$ cat src/rtl/core/hsfc_pkg.sv
// ----------------------------------------------------------------------------
// hsfc_pkg: shared constants and stage types for the half/single converter
// Bit-pattern constants of binary16 and binary32 and the records that travel
// between the pipeline stages of the converter core.
// ----------------------------------------------------------------------------
package hsfc_pkg;

  // Direction codes
  localparam logic ACT_NARROW = 1'b0;  // single to half
  localparam logic ACT_WIDEN  = 1'b1;  // half to single

  // binary16 patterns (without sign)
  localparam logic [14:0] HALF_INF  = 15'h7c00;
  localparam logic [14:0] HALF_QNAN = 15'h7e00;
  localparam logic [14:0] HALF_ZERO = 15'h0000;

  // binary32 fields
  localparam logic [7:0]  SGL_EXP_MAX   = 8'hff;
  localparam logic [7:0]  SGL_BIAS_DIFF = 8'd112;  // 127 - 15
  localparam logic [7:0]  SGL_SUB_LOW   = 8'd102;  // below this: signed zero
  localparam logic [7:0]  SGL_SUB_HIGH  = 8'd112;  // up to this: half subnormal
  localparam logic [7:0]  SGL_OVF       = 8'd143;  // from this: half infinity
  localparam logic [7:0]  SGL_SUB_SHIFT = 8'd126;  // shift = 126 - exponent
  localparam logic [4:0]  NRM_SHIFT     = 5'd13;
  localparam logic [4:0]  HALF_EXP_MAX  = 5'h1f;

  // Stage 1: classified operand
  typedef struct packed {
    logic        fixed;      // result fully known already
    logic [31:0] fixed_val;
    logic        action;
    logic        sign;
    logic [23:0] mant;       // narrow: mantissa with hidden bit if subnormal
    logic [4:0]  sh;         // narrow: right shift amount
    logic [4:0]  expf;       // narrow: half exponent field
    logic [7:0]  wexp;       // widen: single exponent of a half subnormal
    logic [3:0]  wsh;        // widen: normalizing left shift
  } s1_t;

  // Stage 2: aligned operand with rounding bits
  typedef struct packed {
    logic        fixed;
    logic [31:0] fixed_val;
    logic        action;
    logic        sign;
    logic [4:0]  expf;
    logic [9:0]  q;          // narrow: truncated half mantissa
    logic        guard;
    logic        sticky;
    logic [7:0]  wexp;
    logic [9:0]  wmant;      // widen: normalized mantissa
  } s2_t;

endpackage

$ cat src/rtl/core/half_single_float_converter_core.sv
// ----------------------------------------------------------------------------
// half_single_float_converter_core: binary32 <-> binary16 converter
// Narrowing rounds to nearest even with overflow to infinity and gradual
// underflow; widening is exact and normalizes half subnormals.
//
//   channel | ports                                      | direction
//   --------+--------------------------------------------+----------
//   input   | start, busy (output), in_action,           | in
//           | in_single_in, in_half_in                   |
//   result  | out_valid, out_result_bits                 | out
//
// A word is taken at each edge with start high and busy low; busy stays low,
// so a new word can enter every cycle.
// The stages are classify, align and round-bit extraction, then the
// rounding increment and assembly into the output register.
// Reset (rst_n low, synchronous) clears the stage valid bits only.
// The receiver cannot stall; each result is shown for one cycle on out_valid.
// ----------------------------------------------------------------------------
module half_single_float_converter_core (
  input  logic        clk,
  input  logic        rst_n,
  input  logic        start,
  output logic        busy,
  input  logic        in_action,
  input  logic [31:0] in_single_in,
  input  logic [15:0] in_half_in,
  output logic        out_valid,
  output logic [31:0] out_result_bits
);
  import hsfc_pkg::*;

  s1_t         s1_nxt, s1_r;
  s2_t         s2_nxt, s2_r;
  logic        v1_r, v2_r, v3_r;
  logic [31:0] res_nxt, res_r;

  // leading zeros of a 10-bit half mantissa (nonzero)
  function automatic logic [3:0] lzc10(input logic [9:0] m);
    logic [3:0] n;
    n = 4'd9;
    for (int i = 0; i < 10; i++) begin
      if (m[i]) n = 4'(9 - i);
    end
    return n;
  endfunction

  // Stage 1: classify
  always_comb begin
    logic [7:0]  bexp;
    logic [22:0] smant;
    logic [4:0]  hexp;
    logic [9:0]  hmant;
    logic [3:0]  lz;
    bexp  = in_single_in[30:23];
    smant = in_single_in[22:0];
    hexp  = in_half_in[14:10];
    hmant = in_half_in[9:0];
    lz    = lzc10(hmant);

    s1_nxt           = '0;
    s1_nxt.action    = in_action;
    s1_nxt.wexp      = 8'(SGL_BIAS_DIFF - {4'b0, lz});
    s1_nxt.wsh       = 4'(lz + 4'd1);
    s1_nxt.mant      = {14'b0, hmant};

    if (in_action == ACT_NARROW) begin
      s1_nxt.sign = in_single_in[31];
      if (bexp == SGL_EXP_MAX) begin
        s1_nxt.fixed     = 1'b1;
        s1_nxt.fixed_val = (smant == '0) ? {16'b0, in_single_in[31], HALF_INF}
                         : {16'b0, in_single_in[31], HALF_QNAN | {5'b0, smant[22:13]}};
      end else if (bexp < SGL_SUB_LOW) begin
        s1_nxt.fixed     = 1'b1;
        s1_nxt.fixed_val = {16'b0, in_single_in[31], HALF_ZERO};
      end else if (bexp <= SGL_SUB_HIGH) begin
        // half subnormal: shift 14..24
        s1_nxt.mant = {1'b1, smant};
        s1_nxt.sh   = 5'(SGL_SUB_SHIFT - bexp);
        s1_nxt.expf = '0;
      end else if (bexp >= SGL_OVF) begin
        s1_nxt.fixed     = 1'b1;
        s1_nxt.fixed_val = {16'b0, in_single_in[31], HALF_INF};
      end else begin
        s1_nxt.mant = {1'b0, smant};
        s1_nxt.sh   = NRM_SHIFT;
        s1_nxt.expf = 5'(bexp - SGL_BIAS_DIFF);
      end
    end else begin
      s1_nxt.sign = in_half_in[15];
      if (hexp == '0) begin
        // zero is fixed, subnormal goes through the normalizing shift
        s1_nxt.fixed     = (hmant == '0);
        s1_nxt.fixed_val = {in_half_in[15], 31'b0};
      end else if (hexp == HALF_EXP_MAX) begin
        s1_nxt.fixed     = 1'b1;
        s1_nxt.fixed_val = {in_half_in[15], SGL_EXP_MAX, hmant, 13'b0};
      end else begin
        s1_nxt.fixed     = 1'b1;
        s1_nxt.fixed_val = {in_half_in[15], 8'({3'b0, hexp} + SGL_BIAS_DIFF), hmant, 13'b0};
      end
    end
  end

  // Stage 2: align, extract guard and sticky
  always_comb begin
    logic [23:0] shifted;
    logic [23:0] low_mask;
    logic [23:0] gbits;
    logic [4:0]  gpos;
    logic [9:0]  wsh_val;
    gpos     = 5'(s1_r.sh - 5'd1);
    shifted  = s1_r.mant >> s1_r.sh;
    gbits    = s1_r.mant >> gpos;
    low_mask = (24'd1 << gpos) - 24'd1;
    wsh_val  = s1_r.mant[9:0] << s1_r.wsh;

    s2_nxt.fixed     = s1_r.fixed;
    s2_nxt.fixed_val = s1_r.fixed_val;
    s2_nxt.action    = s1_r.action;
    s2_nxt.sign      = s1_r.sign;
    s2_nxt.expf      = s1_r.expf;
    s2_nxt.q         = shifted[9:0];
    s2_nxt.guard     = gbits[0];
    s2_nxt.sticky    = |(s1_r.mant & low_mask);
    s2_nxt.wexp      = s1_r.wexp;
    s2_nxt.wmant     = wsh_val;
  end

  // Stage 3: round and assemble; a mantissa carry runs into the exponent
  always_comb begin
    logic        rnd;
    logic [14:0] mag;
    rnd = s2_r.guard & (s2_r.sticky | s2_r.q[0]);
    mag = {s2_r.expf, s2_r.q} + {14'b0, rnd};
    priority if (s2_r.fixed) begin
      res_nxt = s2_r.fixed_val;
    end else if (s2_r.action == ACT_WIDEN) begin
      res_nxt = {s2_r.sign, s2_r.wexp, s2_r.wmant, 13'b0};
    end else begin
      res_nxt = {16'b0, s2_r.sign, mag};
    end
  end

  // Valid bits
  always_ff @(posedge clk) begin
    if (!rst_n) begin
      v1_r <= 1'b0;
      v2_r <= 1'b0;
      v3_r <= 1'b0;
    end else begin
      v1_r <= start && !busy;
      v2_r <= v1_r;
      v3_r <= v2_r;
    end
  end

  // Payload registers
  always_ff @(posedge clk) begin
    s1_r  <= s1_nxt;
    s2_r  <= s2_nxt;
    res_r <= res_nxt;
  end

  assign busy            = 1'b0;
  assign out_valid       = v3_r;
  assign out_result_bits = res_r;

  // Assertions
  a_latency: assert property (@(posedge clk) disable iff (!rst_n)
    start && !busy |-> ##3 out_valid)
    else $error("accepted word did not produce a result after 3 cycles");

  a_no_spurious: assert property (@(posedge clk) disable iff (!rst_n)
    out_valid |-> $past(start && !busy, 3))
    else $error("result without an accepted word");

  a_half_upper: assert property (@(posedge clk) disable iff (!rst_n)
    start && !busy && (in_action == ACT_NARROW) |-> ##3 (out_result_bits[31:16] == 16'h0))
    else $error("half result has nonzero upper bits");

endmodule
$ cat config.mk
export PLATFORM = sky130hd
export DESIGN_NAME = half_single_float_converter_core
export DESIGN_NICKNAME = d
export VERILOG_FILES = /design/src/rtl/core/hsfc_pkg.sv /design/src/rtl/core/half_single_float_converter_core.sv
export SDC_FILE = /design/constraint.sdc
export NUM_CORES = 1
export LEC_CHECK = 0
export BUFFER_PORTS_ARGS = -buffer_cell sky130_fd_sc_hd__buf_2
export CAP_MARGIN = 20
export CORE_ASPECT_RATIO = 1.1
export CORE_MARGIN = 2
export CORE_UTILIZATION = 63
export DETAILED_ROUTE_END_ITERATION = 7
export PLACE_DENSITY = 0.87
export SLEW_MARGIN = 20
export SYNTH_ARGS = -nofsm -noshare
export SYNTH_HDL_FRONTEND = slang
export SYNTH_SLANG_ARGS = --single-unit
export TNS_END_PERCENT = 1
$ cat constraint.sdc
create_clock -name clk -period 10 [get_ports clk]
set_input_delay 2 -clock clk [delete_from_list [all_inputs] [get_ports clk]]
set_output_delay 2 -clock clk [all_outputs]
set_load 0.05 [all_outputs]
* Word-level counts from Yosys, hierarchy flattened
Cells that the tools add are included.
** Storage, ports and cells
- Input bits :: 52
- Output and inout bits :: 34
- Register bits after elaboration :: 186
- Word-level logic and storage cells :: 75
** Operators by class
- Equality and inequality tests :: 2
- Shift operators :: 4
- Bitwise logic cells :: 3
- Mux-type cells :: 25
- $add $sub $neg :: 8
- Reduce and logical (&&, ||, !) cells :: 6
- Magnitude comparators :: 3
** Operators by type and width (number)
- two-way mux 33 bit :: 7
- two-way mux 32 bit :: 2
- two-way mux 20 bit :: 3
- two-way mux 34 bit :: 1
- two-way mux 4 bit :: 8
- two-way mux 31 bit :: 1
- AND 24 bit :: 1
- OR reduction 24 bit :: 1
- << shifter 1 x 5 -> 24 bit, first input constant :: 1
- >> shifter 24 x 5 -> 1 bit :: 1
- >> shifter 24 x 5 -> 10 bit :: 1
- subtractor 24 x 1 -> 24 bit, second input constant :: 1
- logical NOT 23 bit :: 1
- adder 15 x 1 -> 15 bit :: 1
- logical NOT 10 bit :: 1
- two-way mux 10 bit :: 1
- << shifter 10 x 4 -> 10 bit :: 1
- adder 5 x 7 -> 8 bit, second input constant :: 1
- == test 8 bit, second input constant :: 1
- >= comparator 8 bit, second input constant :: 1
- less-or-equal comparator 8 x 7 -> 1 bit, second input constant :: 1
- < comparator 8 x 7 -> 1 bit, second input constant :: 1
- subtractor 7 x 4 -> 8 bit, first input constant :: 1
- == test 5 bit, second input constant :: 1
- 10 further kinds :: 11

* Longest topological paths before layout
Gate-level depths: netlist (run 1).
- Word-level depth :: 10
- Gate-level depth with buffers :: 17
- Gate-level depth less buffers :: 14

* Least setup slack after synthesis (run 1)
OpenSTA, ideal clock, no wires.
- Kind :: reg2reg
- From :: register s1_r[17] in the netlist's numbering
- To :: register s2_r[18] in the netlist's numbering
- Required time :: 9.876 ns
- Path buffers :: 3
- Clock period less this slack :: 3.838 ns
- Cell stages (with the launch flop) :: 18
- Data arrival time :: 3.714 ns
- Library setup time :: 0.124 ns
- Path slack :: 6.162 ns
- Cell sequence :: dfxtp_1 buf_2 buf_2 buf_2 inv_1 ha_1 nor2_4 a21oi_4 o21ai_0 nand2_1 ha_1 inv_1 a22o_1 a221oi_1 o211ai_1 nor4_2 nand4_1 a2111o_1
** RTL lines
- from (decl) :: line half_single_float_converter_core.sv:32 : s1_t s1_nxt, s1_r;
- from (signal assigned) :: line half_single_float_converter_core.sv:159 : s1_r <= s1_nxt;
- to (signal assigned) :: line half_single_float_converter_core.sv:160 : s2_r <= s2_nxt;
- to (decl) :: line half_single_float_converter_core.sv:33 : s2_t s2_nxt, s2_r;

==> reports/qor.yml, run 1 <==
status:
  status: "complete, no violations"
route:
  first_pass_iters: 6
  avgViaCountPerCell: 6.57
  vias: 6721
  routed_wl_um: 22900
  ant_nets: 0
  first_iter_violations: 916
  drc_errors: 0
  wire_per_inst_um: 22.4
clocking:
  clk_pin_slew_ns: 0.07
  clock_latency_ns: 0.43
  cts_setup_buffers: 0
  cts-root-buf: "clkbuf_16"
  htree_num_levels: 4
  cts_sinks: 170
  cts_resized: 0
  cts_buffers: 17
  postCtsHoldBufs: 0
  clockBufferDepth: 2
  cts_tree: "built"
worst_setup_path:
  critPathMaxFanout: 43
  crit_path_frequent_cell: "ha_1"
  cp.depth: 13
  r2r_cells: 13
  timing.rr.start: "s1_r[17]"
  cp.required_ns: 10.32
  end_kind: "flip-flop"
  cp_slowest_cell: "dfxtp_2"
  slowest_delay_ns: 0.98
  arrival_ns: 4.88
  critical_path_buf_inv_count: 1
  crit_path_start_kind: "flip-flop"
  timing.rr.end: "s2_r[18]"
  rrSetupSlack_ns: 5.44
  cp_top_family: "compound AO/OA/AOI/OAI gates"
  path_class: "flip-flop to flip-flop"
  crit_chain: "inv_1 -> ha_1 -> and2_1 -> a21oi_4 -> o21ai_0 -> nand2_1 -> ha_1 -> o311a_1 -> o21ai_1 -> a32o_1 -> nor4_1 -> nand4_1 -> a2111o_1"
power_and_ir_drop:
  pwr-share-seq: 0.481
  p_comb_frac: 0.128
  p_per_area_mw_per_mm2: 183
  peakVddDrop_mv: 0.161
  p_int_uw: 1120
  power.static_leakage_uw: 0.00347
  clkPwrFrac: 0.390
  total_power_uw: 1570
  p_switching_uw: 449
  swShare: 0.285
yosys:
  synth_area_mm2: 0.00757
  synth_area_leader_cell: "dfxtp_1"
  netlist_top_cells_area: "dfxtp_1 45%, mux4_2 5.4%, o21ai_0 3.4%"
  yosysWarnings: 0
  syn_inst: 797
  ys_seq_area_frac: 0.450
  async_reset_ff_frac: 0
  yosys.area.top_type_share: 0.450
  synth_ff_type: "dfxtp_1"
  syn_avg_cell_area_um2: 9.49
  synth_edf_count: 0
  syn-num-nets: 861
  ys_ff_latch: 170
  synth.distinct_cells: 73
floorplanning:
  rows: 41
  dieWidth_um: 108
  core_area_mm2: 0.0116
  die_h_um: 119
  start_util: 0.653
  ios: 86
  dieArea_mm2: 0.0129
worst_hold_path:
  holdPathStages: 0
  min_path_type: "flip-flop to flip-flop"
  worstHoldStart: "s1_r[80]"
  hold-path-endpoint: "s2_r[69]"
global_routing:
  antenna_found_initial: 0
  grt_pass1_wl_um: 35500
  gr-total-overflow: 0
  grt_max_degree: 44
  grt_pass1_vias: 6477
  grt_usage: 0.362
cells_and_area:
  layout-drive-gt1-share: 0.194
  stdcell_count: 1023
  design.final.nets: 924
  syn2layout_area_growth_pct: 13.4
  design_area_mm2: 0.00858
  n_antenna_cell: 0
sta:
  slew_headroom: 0.341
  finClkSkew_ns: 0.0137
  fmax_mhz: 219
  final-setup-viol-count: 0
  tightest_slew_ns: 0.988
  maxSlewViolCount: 0
  hold_violations: 0
  rsz0062_at_grt: "false"
  final.min_clock_period_ns: 4.56
  finalSetupTns_ns: 0
  hold_ws_ns: 0.325
  period_share: 0.456
place:
  placed_cells: 991
  dpl.hpwl_um: 15600
  port_buffers: 84
  placed_area_mm2: 0.00802
  gp_congestion: 0.998
job:
  max_cap_violations: 0
## worst reg2reg max path, stage by stage (launching register included)
cell,delay (ns)
dfxtp_2,0.98
inv_1,0.29
ha_1,0.48
and2_1,0.30
a21oi_4,0.19
o21ai_0,0.18
nand2_1,0.11
ha_1,0.26
o311a_1,0.45
o21ai_1,0.17
a32o_1,0.28
nor4_1,0.28
nand4_1,0.14
a2111o_1,0.36
## flip-flops by register name (all words and copies together), names as in the netlist
register         cells
out_valid            1
v2_r                 1
s2_r                63
s1_r                73
v1_r                 1
out_result_bits     31
## synthesized netlist by cell type (7+ instances only)
library cell	count
xor2_1	16
nand3_1	16
a22o_1	19
xnor2_1	13
nor2_1	62
nor3_1	20
a21oi_1	36
o22ai_1	11
ha_1	12
mux2i_1	25
nand4_1	7
inv_1	26
o21ai_0	52
nand2b_1	7
nor2b_1	11
a211oi_1	13
dfxtp_1	170
nand2_1	63
nor4_1	10
o211ai_1	9
mux2_2	18
mux4_2	18
and2_1	34
buf_2	7
clkbuf_1	29
## worst max-delay path by stage
stage,slack (ns),start,endpoint
global placement,5.72,s1_r[17],s2_r[18]
detailed placement,5.53,s1_r[17],s2_r[18]
CTS,5.50,s1_r[17],s2_r[18]
floorplan,6.16,s1_r[17],s2_r[18]
finish,5.44,s1_r[17],s2_r[18]
global route,5.13,s1_r[17],s2_r[18]
## stage by stage
stage	setup slack [ns]	util
after floorplan	6.16	-
after global placement	5.72	0.691
after detailed placement	5.53	0.691
after CTS	5.50	0.740
after global routing	5.13	0.740
final	5.44	0.740
## layout by cell type, fill, tap and decap left out, types with 3 or more instances in the layout
cell	Yosys	routed
mux4_2	18	18
nor2_1	62	62
o31a_1	3	3
o21a_1	6	6
o211ai_1	9	9
buf_2	7	84
inv_1	26	26
clkbuf_16	0	17
nand3_1	16	16
xor2_1	16	16
mux2i_1	25	25
o31ai_1	4	4
nor4_1	10	10
ha_1	12	12
o21ai_0	52	52
and2_1	34	34
clkinv_4	0	4
xnor2_1	13	13
a21o_1	6	6
nand2b_1	7	7
nand4_1	7	7
mux2_2	18	18
a31oi_1	4	4
o22ai_1	11	11
dfxtp_1	170	169
nor2b_1	11	10
a22o_1	19	19
o2111ai_1	3	3
nor3_1	20	20
inv_8	0	3
nand2_1	63	63
inv_6	0	4
buf_4	3	7
a211oi_1	13	13
and3_1	6	6
a21oi_1	36	36
## power by group through the flow
stage | clock network [uW] | logic, uW | registers (uW)
2_1_floorplan | 0 | 118 | 778
3_5_place_dp | 0 | 193 | 767
3_3_place_gp | 0 | 188 | 765
6_report | 614 | 202 | 756
4_1_cts | 616 | 197 | 755
5_1_grt | 649 | 215 | 759
## cell type report
class,instances,area (um^2)
Tap cell,150,188
Timing Repair Buffer,91,473
Fill cell,758,3020
Clock inverter,14,130
Sequential cell,170,3400
Multi-Input combinational cell,553,3850
Inverter,27,101
Clock buffer,18,429
## kinds of logic (layout without fill, tap and decap cells)
family / after synthesis / count (layout) / share of synthesized area
AOI/OAI and AO/OA: 194 / 194 / 0.171
other: 1 / 1 / 0.000496
and+or+nand+nor: 256 / 256 / 0.171
adders and majority gates: 12 / 12 / 0.0198
muxes: 61 / 61 / 0.113
DFF: 170 / 170 / 0.450
xor gates and xnor gates: 29 / 29 / 0.0336
buffers and inverters: 74 / 150 / 0.0413
## layer usage
metal | global-route usage | share of wire | vias to the layer above | wire (um)
li1 | - | - | 2995 | -
met1 | 0.455 | 0.39 | 3193 | 8890
met2 | 0.582 | 0.48 | 444 | 11000
met3 | 0.0859 | 0.087 | 89 | 2000
met4 | 0.171 | 0.045 | 0 | 1030
met5 | 0 | 0 | - | 0
(Power assumes the default switching activity.)
==> inputs of run 2 (changes only) <==
Settings changed: CORE_UTILIZATION 63 to 53, PLACE_DENSITY 0.87 to 0.78.
Clock period 10 ns to 3.92 ns, I/O delays scaled along.
==> run 2 against run 1 <==
  * Sequential power rose to 2.5 times the previous value
  * First-iteration DRC count down 29%
  * Worst hold slack got worse by 0.0051 ns
  * Via count shrank 6.0%
  * Core utilization shrank 11 points
  * Worst setup slack worse by 5.0 ns
  * Total power increased to 2.6 times the previous value
  * Largest cell class unchanged
==> reports/qor.yml, run 2 (same netlist as run 1, synthesis figures left out) <==
status:
  status: "complete, no violations"
place:
  gp_congestion: 0.971  # -2.7%
  port_buffers: 84  # unchanged
  dpl.hpwl_um: 14800  # -5.0%
sta:
  period_share: 0.882  # +0.426
  hold_violations: 0  # unchanged
  finClkSkew_ns: 0.0136  # -0.0000890 ns
  final.min_clock_period_ns: 3.46  # -1.10 ns
  maxSlewViolCount: 0  # unchanged
  hold_ws_ns: 0.320  # -0.00509 ns
  tightest_slew_ns: 0.804  # -0.184 ns
  finalSetupTns_ns: 0  # unchanged
  final-setup-viol-count: 0  # unchanged
  slew_headroom: 0.460  # +0.118
  rsz0062_at_grt: "false"
  fmax_mhz: 289  # +32%
worst_setup_path:
  critPathMaxFanout: 10  # -77%
  end_kind: "flip-flop"
  slowest_delay_ns: 0.41  # -0.57 ns
  crit_path_frequent_cell: "ha_1"
  crit_path_start_kind: "flip-flop"
  cp_top_family: "compound AO/OA/AOI/OAI gates"
  crit_chain: "inv_1 -> ha_1 -> and2_1 -> a21oi_4 -> o21ai_0 -> nand2_1 -> ha_1 -> o311a_1 -> o21ai_1 -> a32o_1 -> nor4_1 -> nand4_1 -> a2111o_1"
  cp_slowest_cell: "o311a_1"
  critical_path_buf_inv_count: 1  # unchanged
  path_class: "flip-flop to flip-flop"
  cp.required_ns: 4.23  # -6.09 ns
  arrival_ns: 3.77  # -1.11 ns
floorplanning:
  rows: 45  # +9.8%
  die_h_um: 129  # +8.7%
  ios: 86  # unchanged
  dieArea_mm2: 0.0152  # +18%
  core_area_mm2: 0.0139  # +20%
  start_util: 0.544  # -0.109
  dieWidth_um: 118  # +8.7%
power_and_ir_drop:
  power.static_leakage_uw: 0.00352  # +1.6%
  peakVddDrop_mv: 0.275  # +71%
  p_per_area_mw_per_mm2: 474  # +160%
cells_and_area:
  nFillCells: 1154  # +52%
  layout-drive-gt1-share: 0.200  # +0.00664
  design.final.nets: 930  # +0.65%
  max_flop_register: "s1_r"
  syn2layout_area_growth_pct: 15.3
  final_cell_mix: "169 x dfxtp_1, 84 x buf_2, 63 x nand2_1"
  layout_commonest_cell: "dfxtp_1"
  largest_reg_flops: 73  # unchanged
  n_antenna_cell: 0  # unchanged
clocking:
  postCtsHoldBufs: 0  # unchanged
  clock_latency_ns: 0.43  # about the same
  clockBufferDepth: 2  # unchanged
  htree_num_levels: 4  # unchanged
  cts_setup_buffers: 0  # unchanged
  cts_resized: 0  # unchanged
  cts_tree: "built"
  cts-root-buf: "clkbuf_16"
  cts_buffers: 17  # unchanged
  clk_pin_slew_ns: 0.07  # about the same
  cts_sinks: 170  # unchanged
route:
  drc_errors: 0  # unchanged
  first_iter_violations: 646  # -29%
  ant_nets: 0  # unchanged
  vias: 6315  # -6.0%
  routed_wl_um: 20300  # -12%
  first_pass_iters: 5  # -1
  wire_per_inst_um: 19.0  # -15%
  avgViaCountPerCell: 5.92  # -9.9%
job:
  max_cap_violations: 0  # unchanged
global_routing:
  grt_pass1_vias: 5880  # -9.2%
  grt_max_degree: 39  # -11%
  gr-total-overflow: 0  # unchanged
  grt_pass1_wl_um: 31200  # -12%
  grt_usage: 0.268  # -0.0945
  antenna_found_initial: 0  # unchanged
worst_hold_path:
  min_path_type: "flip-flop to flip-flop"
-- run 2: final cells by class --
type | instances | area, um^2 | area share
Timing Repair Buffer | 97 | 518 | 0.0594
Multi-Input combinational cell | 553 | 3850 | 0.442
Tap cell | 188 | 235 | 0.0270
Sequential cell | 170 | 3400 | 0.390
Clock inverter | 14 | 173 | 0.0198
Clock buffer | 18 | 439 | 0.0503
Inverter | 27 | 101 | 0.0116
-- run 2: per-stage QoR --
step	total power, uW	worst slack [ns]	util	cell area [um^2]	instances
floorplan	2280	0.0817	-	7570	797
global placement	2440	0.547	0.583	8110	1035
detailed placement	2450	0.557	0.583	8110	1035
CTS	4150	0.525	0.627	8720	1067
global route	4280	0.234	0.627	8720	1067
finish	4140	0.462	0.627	8720	1067
-- run 2: worst paths after layout --
| path | start | to | slack (ns) | cells after the start |
|---|---|---|---|---|
| max | s1_r[17] | s2_r[18] | 0.46 | 13 |
| min reg2reg | s1_r[63] | s2_r[52] | 0.32 | 0 |
| max reg2reg | s1_r[17] | s2_r[18] | 0.46 | 13 |
| min | s1_r[63] | s2_r[52] | 0.32 | 0 |
-- run 2: power by group --
part / internal [uW] / switching [uW] / total, uW
registers: 1830 / 79.0 / 1910
clock network: 983 / 735 / 1720
logic: 197 / 311 / 508
total: 3010 / 1130 / 4140
-- run 2: worst reg2reg max path: cells and delay by family, from the launching register on --
family | cells | cell delay (ns)
buffers and inverters | 1 | 0.10
AND/OR/NAND/NOR | 4 | 0.74
AO/OA/AOI/OAI | 6 | 1.57
adder cells (fa/ha/maj) | 2 | 0.54
flip-flops | 1 | 0.39
-- run 2: layer usage --
metal | GRT usage | part of all wire | up-vias
met5 | 0 | 0 | -
met4 | 0.154 | 0.047 | 0
met3 | 0.0572 | 0.080 | 67
met2 | 0.424 | 0.45 | 308
met1 | 0.343 | 0.42 | 2941
li1 | - | - | 2999
